===== config.mk =====
export PLATFORM = sky130hd
export DESIGN_NAME = loser_tree_kway_merge_unit
export DESIGN_NICKNAME = d
export VERILOG_FILES = /design/src/hdl/ltkm_pkg.sv /design/src/hdl/ltkm_loser_ram.sv /design/src/hdl/loser_tree_kway_merge_unit.sv
export SDC_FILE = /design/constraint.sdc
export NUM_CORES = 2
export LEC_CHECK = 0
export ABC_AREA = 1
export BUFFER_PORTS_ARGS = -buffer_cell sky130_fd_sc_hd__buf_4
export CAP_MARGIN = 20
export CELL_PAD_IN_SITES_DETAIL_PLACEMENT = 1
export CELL_PAD_IN_SITES_GLOBAL_PLACEMENT = 2
export CORE_AREA = 5 5 421 423
export DETAILED_ROUTE_END_ITERATION = 8
export DIE_AREA = 0 0 426 428
export GPL_TIMING_DRIVEN = 0
export PLACE_DENSITY_LB_ADDON = 0.1
export SYNTH_ARGS = -nofsm -noshare
export SYNTH_HDL_FRONTEND = slang
export SYNTH_SLANG_ARGS = --single-unit

===== constraint.sdc =====
create_clock -name clk -period 6.28 [get_ports clk]
set_clock_uncertainty 0.1 [all_clocks]
set_input_delay 0.628 -clock clk [delete_from_list [all_inputs] [get_ports clk]]
set_output_delay 0.628 -clock clk [all_outputs]
set_load 0.05 [all_outputs]

===== src/hdl/ltkm_pkg.sv =====
// shared types, widths and codes for the loser tree k-way merge unit
package ltkm_pkg;

  // tree size
  localparam int MAX_RUNS = 16;
  localparam int FLAG_W   = MAX_RUNS + 1;
  localparam int IDX_W    = $clog2(MAX_RUNS + 1);
  localparam int NODE_W   = $clog2(MAX_RUNS);

  // field widths
  localparam int OP_W    = 2;
  localparam int RUN_W   = 4;
  localparam int HASH_W  = 23;
  localparam int COUNT_W = 16;
  localparam int DOC_W   = 24;
  localparam int CFG_W   = 5;

  localparam logic [HASH_W-1:0] END_MARK = 23'h7FFFFF;

  // op codes
  localparam logic [OP_W-1:0] OP_LOAD   = 2'd0;
  localparam logic [OP_W-1:0] OP_BUILD  = 2'd1;
  localparam logic [OP_W-1:0] OP_REFILL = 2'd2;

  typedef struct packed {
    logic [OP_W-1:0]    op;
    logic [RUN_W-1:0]   run_index;
    logic [HASH_W-1:0]  key_hash;
    logic [COUNT_W-1:0] word_count;
    logic [DOC_W-1:0]   doc_id;
    logic               run_exhausted;
  } in_beat_t;

  typedef struct packed {
    logic [RUN_W-1:0]   winner_run;
    logic [HASH_W-1:0]  winner_hash;
    logic [COUNT_W-1:0] winner_count;
    logic [DOC_W-1:0]   winner_doc;
    logic               merge_done;
  } out_beat_t;

  typedef struct packed {
    logic [HASH_W-1:0]  hash;
    logic [COUNT_W-1:0] count;
    logic [DOC_W-1:0]   doc;
  } leaf_rec_t;

  typedef struct packed {
    logic              en;
    logic [NODE_W-1:0] addr;
    logic [IDX_W-1:0]  data;
  } loser_wr_t;

endpackage


===== src/hdl/ltkm_loser_ram.sv =====
// loser node store: one write and one registered read port, entries read as sentinel until written
module ltkm_loser_ram (
  input  logic                        clk,
  input  logic                        rst,
  input  ltkm_pkg::loser_wr_t         wr,
  input  logic [ltkm_pkg::NODE_W-1:0] raddr,
  output logic [ltkm_pkg::IDX_W-1:0]  rdata
);

  logic [ltkm_pkg::IDX_W-1:0]    mem [0:ltkm_pkg::MAX_RUNS-1];
  logic [ltkm_pkg::MAX_RUNS-1:0] written;
  logic [ltkm_pkg::IDX_W-1:0]    rd_q;
  logic                          rd_written;

  // storage array
  always_ff @(posedge clk) begin
    if (wr.en) begin
      mem[wr.addr] <= wr.data;
    end
    rd_q <= mem[raddr];
  end

  // per-entry written flags, read alongside the data
  always_ff @(posedge clk) begin
    if (rst) begin
      written    <= '0;
      rd_written <= 1'b0;
    end else begin
      if (wr.en) begin
        written[wr.addr] <= 1'b1;
      end
      rd_written <= written[raddr];
    end
  end

  // unwritten entries point at the sentinel leaf
  assign rdata = rd_written ? rd_q : ltkm_pkg::IDX_W'(ltkm_pkg::MAX_RUNS);

endmodule


===== src/hdl/loser_tree_kway_merge_unit.sv =====
// loser tree k-way merge unit: leaf store, replay sequencer and result register
// op 0 (load) keeps busy low. op 2 (refill) keeps busy while it replays one path, which has
// 4 tree levels with 16 runs; the strobe comes as busy drops unless node 0 holds a sentinel.
// op 1 (build) keeps busy while it fills the loser nodes and replays the k leaves. each replay is a
// three-stage pipe (loser node read, leaf read, compare and write back), one level a cycle.
// reset: sentinel bits cleared, loser nodes read as sentinel, runs_in_use = 16, leaves undefined
module loser_tree_kway_merge_unit (
  input  logic                       clk,
  input  logic                       rst,
  input  logic                       start,
  output logic                       busy,
  input  ltkm_pkg::in_beat_t         cmd,
  output logic                       result_strobe,
  output ltkm_pkg::out_beat_t        result,
  input  logic                       runs_we,
  input  logic [ltkm_pkg::CFG_W-1:0] runs_wdata
);

  typedef enum logic [2:0] {IDLE, FILL, RD_WIN, SEED, REPLAY} state_t;

  state_t                          state;
  logic [ltkm_pkg::CFG_W-1:0]      runs_in_use;
  logic [ltkm_pkg::IDX_W-1:0]      kc;
  ltkm_pkg::in_beat_t              cmd_q;
  logic                            is_build;
  logic [ltkm_pkg::NODE_W-1:0]     fill_cnt;
  logic [ltkm_pkg::IDX_W-1:0]      seed_idx;
  logic [ltkm_pkg::FLAG_W-1:0]     sent_flags;

  // carried leaf moving up the path
  logic [ltkm_pkg::IDX_W-1:0]      cur_idx;
  ltkm_pkg::leaf_rec_t             cur_rec;
  logic                            cur_sent;

  // replay pipe
  logic [ltkm_pkg::NODE_W-1:0]     issue_node;
  logic                            s1_v;
  logic [ltkm_pkg::NODE_W-1:0]     s1_node;
  logic                            s2_v;
  logic [ltkm_pkg::NODE_W-1:0]     s2_node;
  logic [ltkm_pkg::IDX_W-1:0]      s2_idx;

  // memory ports
  ltkm_pkg::leaf_rec_t             leaf_mem [0:ltkm_pkg::MAX_RUNS];
  logic                            leaf_we;
  logic [ltkm_pkg::IDX_W-1:0]      leaf_waddr;
  ltkm_pkg::leaf_rec_t             leaf_wdata;
  logic [ltkm_pkg::IDX_W-1:0]      leaf_raddr;
  ltkm_pkg::leaf_rec_t             leaf_rdata;
  ltkm_pkg::loser_wr_t             loser_wr;
  logic [ltkm_pkg::NODE_W-1:0]     loser_raddr;
  logic [ltkm_pkg::IDX_W-1:0]      loser_rdata;

  logic                            load_ok;
  logic                            fill_last;
  logic                            do_store;
  ltkm_pkg::leaf_rec_t             store_q;
  logic [ltkm_pkg::IDX_W:0]        path_sum;
  logic [ltkm_pkg::NODE_W-1:0]     start_node;
  logic                            opp_sent;
  logic                            lose;
  logic                            replay_done;
  logic                            more_seeds;
  ltkm_pkg::out_beat_t             emit_beat;

  // record as stored into a leaf: exhausted runs become the end marker
  function automatic ltkm_pkg::leaf_rec_t store_rec(input ltkm_pkg::in_beat_t b);
    ltkm_pkg::leaf_rec_t r;
    if (b.run_exhausted || b.key_hash == ltkm_pkg::END_MARK) begin
      r.hash  = ltkm_pkg::END_MARK;
      r.count = '0;
      r.doc   = '0;
    end else begin
      r.hash  = b.key_hash;
      r.count = b.word_count;
      r.doc   = b.doc_id;
    end
    return r;
  endfunction

  ltkm_loser_ram u_loser (
    .clk   (clk),
    .rst   (rst),
    .wr    (loser_wr),
    .raddr (loser_raddr),
    .rdata (loser_rdata)
  );

  // leaf record store
  always_ff @(posedge clk) begin
    if (leaf_we) begin
      leaf_mem[leaf_waddr] <= leaf_wdata;
    end
    leaf_rdata <= leaf_mem[leaf_raddr];
  end

  // effective run count, clamped to 1..MAX_RUNS
  always_comb begin
    if (runs_in_use == '0) begin
      kc = ltkm_pkg::IDX_W'(1);
    end else if (int'(runs_in_use) > ltkm_pkg::MAX_RUNS) begin
      kc = ltkm_pkg::IDX_W'(ltkm_pkg::MAX_RUNS);
    end else begin
      kc = ltkm_pkg::IDX_W'(runs_in_use);
    end
  end

  assign busy       = (state != IDLE);
  assign load_ok    = ltkm_pkg::IDX_W'(cmd.run_index) < ltkm_pkg::IDX_W'(ltkm_pkg::MAX_RUNS);
  assign fill_last  = ltkm_pkg::IDX_W'(fill_cnt) == kc - ltkm_pkg::IDX_W'(1);
  assign store_q    = store_rec(cmd_q);
  assign do_store   = !is_build &&
                      (sent_flags[cur_idx] || leaf_rdata.hash != ltkm_pkg::END_MARK);
  assign path_sum   = {1'b0, cur_idx} + {1'b0, kc};
  assign start_node = path_sum[ltkm_pkg::NODE_W:1];
  assign replay_done = (issue_node == '0) && !s1_v && !s2_v;
  assign more_seeds  = is_build && (seed_idx != '0);

  // carried leaf loses to the opponent: sentinel always wins, then hash up, count down
  assign opp_sent = sent_flags[s2_idx];
  assign lose = !cur_sent &&
                (opp_sent || cur_rec.hash > leaf_rdata.hash ||
                 (cur_rec.hash == leaf_rdata.hash && cur_rec.count < leaf_rdata.count));

  // result beat from the final winner
  always_comb begin
    emit_beat = '0;
    if (!cur_sent) begin
      emit_beat.winner_run  = cur_idx[ltkm_pkg::RUN_W-1:0];
      emit_beat.winner_hash = cur_rec.hash;
      if (cur_rec.hash == ltkm_pkg::END_MARK) begin
        emit_beat.merge_done = 1'b1;
      end else begin
        emit_beat.winner_count = cur_rec.count;
        emit_beat.winner_doc   = cur_rec.doc;
      end
    end
  end

  // memory port steering
  always_comb begin
    leaf_we     = 1'b0;
    leaf_waddr  = cur_idx;
    leaf_wdata  = '0;
    leaf_raddr  = seed_idx;
    loser_wr    = '0;
    loser_raddr = '0;
    unique case (state)
      IDLE: begin
        if (start) begin
          if (cmd.op == ltkm_pkg::OP_LOAD && load_ok) begin
            leaf_we    = 1'b1;
            leaf_waddr = ltkm_pkg::IDX_W'(cmd.run_index);
            leaf_wdata = store_rec(cmd);
          end else if (cmd.op == ltkm_pkg::OP_BUILD) begin
            leaf_we    = 1'b1;
            leaf_waddr = kc;
          end
        end
      end
      FILL: begin
        loser_wr.en   = 1'b1;
        loser_wr.addr = fill_cnt;
        loser_wr.data = kc;
        leaf_raddr    = kc - ltkm_pkg::IDX_W'(1);
      end
      RD_WIN: begin
        leaf_raddr = loser_rdata;
      end
      SEED: begin
        if (do_store) begin
          leaf_we    = 1'b1;
          leaf_wdata = store_q;
        end
      end
      REPLAY: begin
        loser_raddr = issue_node;
        leaf_raddr  = loser_rdata;
        if (s2_v && lose) begin
          loser_wr.en   = 1'b1;
          loser_wr.addr = s2_node;
          loser_wr.data = cur_idx;
        end
        if (replay_done) begin
          loser_wr.en   = 1'b1;
          loser_wr.addr = '0;
          loser_wr.data = cur_idx;
          leaf_raddr    = seed_idx - ltkm_pkg::IDX_W'(1);
        end
      end
    endcase
  end

  // sequencer, sentinel flags and result register
  always_ff @(posedge clk) begin
    if (rst) begin
      state         <= IDLE;
      result_strobe <= 1'b0;
      sent_flags    <= '0;
      runs_in_use   <= ltkm_pkg::CFG_W'(16);
      s1_v          <= 1'b0;
      s2_v          <= 1'b0;
    end else begin
      // strobe for one cycle once the last replay has finished
      result_strobe <= (state == REPLAY) && replay_done && !more_seeds;
      if (runs_we) begin
        runs_in_use <= runs_wdata;
      end
      unique case (state)
        IDLE: begin
          if (start) begin
            cmd_q <= cmd;
            priority case (cmd.op)
              ltkm_pkg::OP_LOAD: begin
                if (load_ok) begin
                  sent_flags[ltkm_pkg::IDX_W'(cmd.run_index)] <= 1'b0;
                end
              end
              ltkm_pkg::OP_BUILD: begin
                sent_flags <= ltkm_pkg::FLAG_W'(1) << kc;
                is_build   <= 1'b1;
                fill_cnt   <= '0;
                state      <= FILL;
              end
              ltkm_pkg::OP_REFILL: begin
                is_build <= 1'b0;
                state    <= RD_WIN;
              end
              default: begin
              end
            endcase
          end
        end
        FILL: begin
          fill_cnt <= fill_cnt + ltkm_pkg::NODE_W'(1);
          if (fill_last) begin
            seed_idx <= kc - ltkm_pkg::IDX_W'(1);
            cur_idx  <= kc - ltkm_pkg::IDX_W'(1);
            state    <= SEED;
          end
        end
        RD_WIN: begin
          if (loser_rdata >= kc) begin
            state <= IDLE;
          end else begin
            cur_idx <= loser_rdata;
            state   <= SEED;
          end
        end
        SEED: begin
          if (do_store) begin
            sent_flags[cur_idx] <= 1'b0;
            cur_rec             <= store_q;
            cur_sent            <= 1'b0;
          end else begin
            cur_rec  <= leaf_rdata;
            cur_sent <= sent_flags[cur_idx];
          end
          issue_node <= start_node;
          s1_v       <= 1'b0;
          s2_v       <= 1'b0;
          state      <= REPLAY;
        end
        REPLAY: begin
          // stage 1: node read
          if (issue_node != '0) begin
            s1_v       <= 1'b1;
            s1_node    <= issue_node;
            issue_node <= issue_node >> 1;
          end else begin
            s1_v <= 1'b0;
          end
          // stage 2: opponent leaf read
          s2_v    <= s1_v;
          s2_node <= s1_node;
          s2_idx  <= loser_rdata;
          // stage 3: compare, the winner moves up
          if (s2_v && lose) begin
            cur_idx  <= s2_idx;
            cur_rec  <= leaf_rdata;
            cur_sent <= opp_sent;
          end
          if (replay_done) begin
            if (more_seeds) begin
              seed_idx <= seed_idx - ltkm_pkg::IDX_W'(1);
              cur_idx  <= seed_idx - ltkm_pkg::IDX_W'(1);
              state    <= SEED;
            end else begin
              result <= emit_beat;
              state  <= IDLE;
            end
          end
        end
      endcase
    end
  end

endmodule

Word-level counts from Yosys, hierarchy flattened --
Memory sizes are Yosys's and may differ from the RTL's. A register that Yosys moved wholly into a read port is not among the register bits. Cells that the tools add are included.
Operators by class: $add $sub $neg 4, order comparisons 12, equal/unequal tests 23, shift operators 1, muxes and demuxes 76, bitwise logic cells 7, reduce and logical (&&, ||, !) cells 48
Operator list (number):
- 63-bit 2-to-1 mux | 7
- 63-bit one-hot mux with 2 select lines | 2
- 5-bit 2-to-1 mux | 15
- 23-bit == test (second input constant) | 3
- 17-bit one-hot mux with 2 select lines | 2
- 17-bit bitwise AND | 2
- 17-bit 2-to-1 mux | 2
- 5-bit one-hot mux with 3 select lines | 2
- 4-bit AND reduction | 6
- 23-bit == test | 1
- 23-bit > comparator | 1
- 23-bit inequality test (second input constant) | 1
- 10-bit 2-to-1 mux | 2
- 10-bit one-hot mux with 2 select lines | 1
- 1-bit 2-to-1 mux | 18
- 16-bit inverter with 17-bit output | 1
- 17-bit inverter | 1
- 1-bit by 5-bit left shift with 17-bit output (first input constant) | 1
- 16-bit < comparator | 1
- 4-bit 2-to-1 mux | 4
- 16-bit bitwise OR | 1
- 4-bit one-hot mux with 2 select lines | 2
- 3-bit one-hot mux with 5 select lines | 1
- 2-bit inequality test (second input constant) | 7
- other kinds (44) | 87
Storage, ports and cells: register bits 273, bits in writable memories 1151, input bits 79, output and inout port bits 70, logic and storage cells 202, memories 2
Memories:
- leaf_mem | words 17, width 63, read ports 1, clocked after memory_dff 1, write ports 1, RTL line loser_tree_kway_merge_unit.sv:44 | ltkm_pkg::leaf_rec_t leaf_mem [0:ltkm_pkg::MAX_RUNS];
- u_loser.mem | words 16, width 5, read ports 1, clocked after memory_dff 1, write ports 1, RTL line ltkm_loser_ram.sv:10 | logic [ltkm_pkg::IDX_W-1:0] mem [0:ltkm_pkg::MAX_RUNS-1];

Depth between registers and ports, before layout --
depth after elaboration 14, mapped depth 22, mapped depth without buffers 20

Cells and area by module --
A second synthesis with hierarchy kept.
Unflattened totals: cell total of the unflattened synthesis 6287, area total of the unflattened synthesis 65745.6 µm²
Modules (own cells, without submodules):
- loser_tree_kway_merge_unit | instances 1, cells an instance 5904, area an instance 61557.8 µm², sequential area each 40829.2 µm²
- ltkm_loser_ram | instances 1, cells an instance 383, area an instance 4187.8 µm², sequential area each 2842.7 µm²

Worst setup path before layout --
No wires, ideal clock.
path kind reg2reg, start register cur_rec[54] (netlist name), end register cur_rec[0] (netlist name) (enable), setup time 0.581 ns, data arrival time 6.163 ns, required time 5.599 ns, path slack -0.565 ns, cell stages (with the launch flop) 11, buffers on the path 0, period minus slack after synthesis 6.845 ns, cell sequence edfxtp_1 -> ha_1 -> nand2_1 -> nor2_1 -> a21boi_0 -> o21bai_1 -> nand3_1 -> nand2_1 -> nand3_1 -> nand2_1 -> a211oi_1
On the way: word-level cells in the longest chain between the ends 7, elaborated cells on any way between the ends 9, classes of those cells order compare: 1; eq/ne: 2; reduce/logical: 6
Ends and longest elaborated chain:
- from (decl) | RTL line loser_tree_kway_merge_unit.sv:32 | ltkm_pkg::leaf_rec_t cur_rec;
- from (signal assigned) | RTL line loser_tree_kway_merge_unit.sv:253 | cur_rec <= store_q;
- from (signal assigned) | RTL line loser_tree_kway_merge_unit.sv:256 | cur_rec <= leaf_rdata;
- from (signal assigned) | RTL line loser_tree_kway_merge_unit.sv:280 | cur_rec <= leaf_rdata;
- 23-bit > comparator or 23-bit == test (tied branches) | RTL line loser_tree_kway_merge_unit.sv:122, loser_tree_kway_merge_unit.sv:123
- 1-bit logical OR or 1-bit logical AND (tied branches) | RTL line loser_tree_kway_merge_unit.sv:122, loser_tree_kway_merge_unit.sv:123
- 1-bit logical OR (*) | RTL line loser_tree_kway_merge_unit.sv:122 | (opp_sent || cur_rec.hash > leaf_rdata.hash ||
- 1-bit logical AND (*) | RTL line loser_tree_kway_merge_unit.sv:121 | assign lose = !cur_sent &&
- 1-bit logical AND (*) | RTL line loser_tree_kway_merge_unit.sv:278 | if (s2_v && lose) begin
- 2-bit by 1-bit inequality test with 1-bit output (no source line) (*)
- 3-bit AND reduction (no source line) (*)
Every way passes the cells marked *; elsewhere a longest branch is shown, timed or not. A chain may end at the register's enable or synchronous reset.

Final worst setup path --
start register cur_idx[0] (netlist name), end memory leaf_mem[6][14] (netlist name) (enable)
On the way: word-level cells in the longest chain between the ends 8, elaborated cells on any way between the ends 12, classes of those cells mux: 10; reduce/logical: 2
Ends and longest elaborated chain:
- from (decl) | RTL line loser_tree_kway_merge_unit.sv:31 | logic [ltkm_pkg::IDX_W-1:0] cur_idx;
- from (signal assigned) | RTL line loser_tree_kway_merge_unit.sv:238 | cur_idx <= kc - ltkm_pkg::IDX_W'(1);
- from (signal assigned) | RTL line loser_tree_kway_merge_unit.sv:246 | cur_idx <= loser_rdata;
- from (signal assigned) | RTL line loser_tree_kway_merge_unit.sv:279 | cur_idx <= s2_idx;
- 1-bit binary-select mux with 5-bit select | RTL line loser_tree_kway_merge_unit.sv:113 | (sent_flags[cur_idx] || leaf_rdata.hash != ltkm_pkg::END_MARK);
- 1-bit 2-to-1 mux (not written as such) | RTL line loser_tree_kway_merge_unit.sv:113
- 1-bit logical OR | RTL line loser_tree_kway_merge_unit.sv:113
- 1-bit logical AND | RTL line loser_tree_kway_merge_unit.sv:112 | assign do_store = !is_build &&
- 1-bit 2-to-1 mux | RTL line loser_tree_kway_merge_unit.sv:171 | if (do_store) begin
- 1-bit one-hot mux with 2 select lines | RTL line loser_tree_kway_merge_unit.sv:148 | unique case (state)
- 1-bit 2-to-1 mux | RTL line loser_tree_kway_merge_unit.sv:91 | if (leaf_we) begin
- 1-bit 2-to-1 mux (not written as such) | RTL line loser_tree_kway_merge_unit.sv:92 | leaf_mem[leaf_waddr] <= leaf_wdata;
- to (decl) | RTL line loser_tree_kway_merge_unit.sv:44
Parallel ways exist; a longest one is shown, timed or not. The select of a mux whose other input is x is not followed.

==> impl_metrics.tcl <==
set metrics [dict create \
    synth-async-reset-ratio_pct 0 \
    clk_pin_slew_ns 0.06 \
    intPower_mw 18.6 \
    fin_crit_sh_pct 95.6 \
    cts.sinks 1492 \
    drc 0 \
    layout.nets 6581 \
    drtAntennaViolNets 0 \
    whs_ns 0.0826 \
    ys.warnings.count 0 \
    firstDrtPassIters 5 \
    cts-buffers-inserted 170 \
    gp_congestion 0.896 \
    dp_hpwl_mm 168 \
    crit_arrival_ns 6.40 \
    place.port_buffers 147 \
    die_x_um 426 \
    finalHoldViolCount 0 \
    cts_tree "built" \
    layout-drive-gt1-share_pct 12.2 \
    synth_ff_type "edfxtp_1" \
    p_sw_mw 9.39 \
    antenna_found_initial 17 \
    fp.coreArea_um2 173000 \
    cp_slowest_cell "nor2_4" \
    outcome "finished clean" \
    clkLatencyLatePin_ns 0.81 \
    end_kind "flip-flop" \
    start_util_pct 37.6 \
    avgSynthCellArea_um2 10.9 \
    area_growth_pct 18.4 \
    seqPwrFrac_pct 41.0 \
    min_path_type "input port to flip-flop" \
    switching_share_pct 33.5 \
    cts_resized 0 \
    worstHoldPathCells 3 \
    netlist_area_um2 65100 \
    hp-start "runs_wdata[1]" \
    grtUsageTotal_pct 24.8 \
    synth_cells 5952 \
    boundaryPins 149 \
    period_needed_ns 6.01 \
    tightest_slew_ns 1.13 \
    cap_violations 0 \
    ys_seq_area_share_pct 67.0 \
    wire_per_inst_um 25.8 \
    synth_edf_count 1379 \
    vias 46700 \
    r2r_cells 15 \
    ys_types 57 \
    setup_viol 0 \
    grt_overflow 0 \
    crit_top_cell "nand2_1" \
    maxSlewHeadroom_pct 24.8 \
    grt_pass1_wl_mm 331 \
    cts.path.max_buffers 3 \
    fin_setup_tns_ns 0 \
    cp_cell_sequence "nor2_1, inv_1, o22ai_1, o21ai_1, nand2_1, inv_1, nand4_1, nand2_1, inv_2, nand2_1, o21ai_1, nand3_1, nor2_4, buf_12, buf_12" \
    drv_slew 0 \
    startpoint "cur_idx[0]" \
    pwr-share-comb_pct 24.8 \
    required_ns 6.67 \
    clockPowerShare_pct 34.2 \
    finalPower_mw 28.0 \
    wirelength_mm 230 \
    reg2reg_from "cur_idx[0]" \
    htreeDepth 4 \
    rows 153 \
    power.static_leakage_nw 29.8 \
    max_freq_mhz 166 \
    dieArea_um2 182000 \
    rsz0062_at_grt "false" \
    grt_max_degree 31 \
    startpoint_type "flip-flop" \
    ir_drop_uv 295 \
    synth.net_count 6089 \
    via_per_inst 5.23 \
    cts-root-buf "clkbuf_16" \
    ys_seq_elements 1492 \
    first_global_vias 48300 \
    critPathMaxFanout 24 \
    die_h_um 428 \
    final_core_util_pct 44.6 \
    cp_slowest_stage_delay_ns 0.77 \
    power.density_nw_per_um2 363 \
    criticalPathCategory "flip-flop to flip-flop" \
    drt_iter0_markers 3366 \
]
## synth_stat cells (4+ instances only)
cell type	count	area share, %
a211oi_1	4	0.046
a21oi_1	88	0.68
a22oi_1	7	0.081
a31oi_1	24	0.23
buf_1	19	0.11
buf_2	167	1.3
buf_4	30	0.35
buf_6	11	0.19
clkbuf_1	116	0.67
clkinv_1	5	0.029
dfxtp_1	113	3.5
edfxtp_1	1379	64
ha_1	57	1.1
inv_1	669	3.9
inv_2	10	0.058
nand2_1	1340	7.7
nand3_1	853	6.6
nand3b_1	382	4.4
nand4_1	29	0.28
nor2_1	210	1.2
nor2_2	4	0.038
nor3_1	14	0.11
nor4_1	6	0.058
o211ai_1	41	0.47
o21a_1	7	0.081
o21ai_0	203	1.6
o21ai_1	4	0.031
o21bai_1	5	0.058
o22ai_1	88	0.85
or2_2	19	0.18
xor2_1	9	0.12
## power by group through the flow
stage                     registers (mW)  clock network, mW  logic [mW]
after detailed placement            11.7                  0        6.92
final                               11.5               9.56        6.94
after floorplan                     11.6                  0        3.94
after global routing                11.5               10.2        7.57
after CTS                           11.5               9.75        6.99
after global placement              11.7                  0        6.71
## cells in the final DEF (no fill, tap or decap), types with 18 or more instances in the layout
| cell type | instances |
|---|---|
| edfxtp_1 | 1379 |
| nand2_1 | 1340 |
| nand3_1 | 853 |
| inv_1 | 669 |
| nand3b_1 | 382 |
| buf_4 | 210 |
| nor2_1 | 192 |
| o21ai_0 | 179 |
| clkbuf_16 | 173 |
| buf_2 | 167 |
| clkbuf_1 | 163 |
| dfxtp_1 | 113 |
| a21oi_1 | 88 |
| o22ai_1 | 70 |
| dlygate4sd3_1 | 67 |
| ha_1 | 57 |
| o211ai_1 | 41 |
| clkinv_1 | 40 |
| buf_12 | 37 |
| clkinv_2 | 31 |
| nand4_1 | 29 |
| a31oi_1 | 24 |
| buf_8 | 24 |
| nor2_4 | 20 |
| buf_1 | 19 |
| or2_2 | 19 |
| o22ai_2 | 18 |
## final timing paths
check	to	slack [ns]
setup / recovery	leaf_mem[6][14]	0.27
hold / removal	runs_in_use[1]	0.08
setup reg to reg	leaf_mem[6][14]	0.27
hold reg to reg	leaf_rdata[19]	0.32
## per-stage QoR
stage | setup WS [ns] | instances | area (um^2)
after global routing | 0.138 | 8913 | 77100
after global placement | -4.56 | 8424 | 69200
after CTS | 0.327 | 8912 | 77100
after detailed placement | 0.344 | 8530 | 71200
final | 0.273 | 8915 | 77100
after floorplan | 1.01 | 5952 | 65200
## flip-flops by register name (all words and copies together), names as in the netlist, 4 cells and up
signal           cells
cmd_q               64
cur_idx              5
cur_rec             63
fill_cnt             4
issue_node           4
leaf_mem          1071
leaf_rdata          63
result              68
runs_in_use          5
s1_node              4
s2_idx               5
s2_node              4
seed_idx             5
sent_flags          17
u_loser.mem         80
u_loser.rd_q         5
u_loser.written     16
## cell families (layout without fill, tap and decap cells)
group | after synthesis | count (layout) | synth area share [%]
XOR/XNOR | 11 | 11 | 0.159
adder cells (fa/ha/maj) | 58 | 58 | 1.13
flip-flops | 1492 | 1492 | 67.0
AO/OA/AOI/OAI | 490 | 490 | 4.33
other | 0 | 3 | 0
AND/OR/NAND/NOR | 2870 | 2870 | 20.8
buffers and inverters | 1031 | 1666 | 6.57
## per-layer routing
layer	vias up	global-route usage (%)	routed length [um]	part of all wire [%]
met5	-	0	0	0
met4	0	7.23	6610	2.9
met3	321	2.72	10700	4.6
met2	1207	42.4	112000	49
met1	23600	33.4	101000	44
li1	21500	-	-	-
## what timing repair did
| item | in CTS | in global routing |
|---|---|---|
| hold buffers | 67 | 0 |
| endpoints found under the hold margin | 65 | 0 |
| buffers inserted | 0 | 0 |
## area by class of cell
type | count | area [um^2]
repair buffers | 320 | 3400
clock buffers | 227 | 4570
flip-flops and latches | 1492 | 43700
fillers | 18700 | 95900
diodes | 3 | 7.51
multi-input cells | 3429 | 17500
inverters | 688 | 2590
well taps | 2325 | 2910
clock inverters | 88 | 711
plain buffers | 343 | 1700
## critical path, delay by kind of cell (launching register included)
family                 cells  cell delay [ns]
AND/OR/NAND/NOR            7             3.14
buffers and inverters      5             1.12
AO/OA/AOI/OAI              3             0.72
flip-flops                 1             0.56
Power figures use the tool's default switching activity.
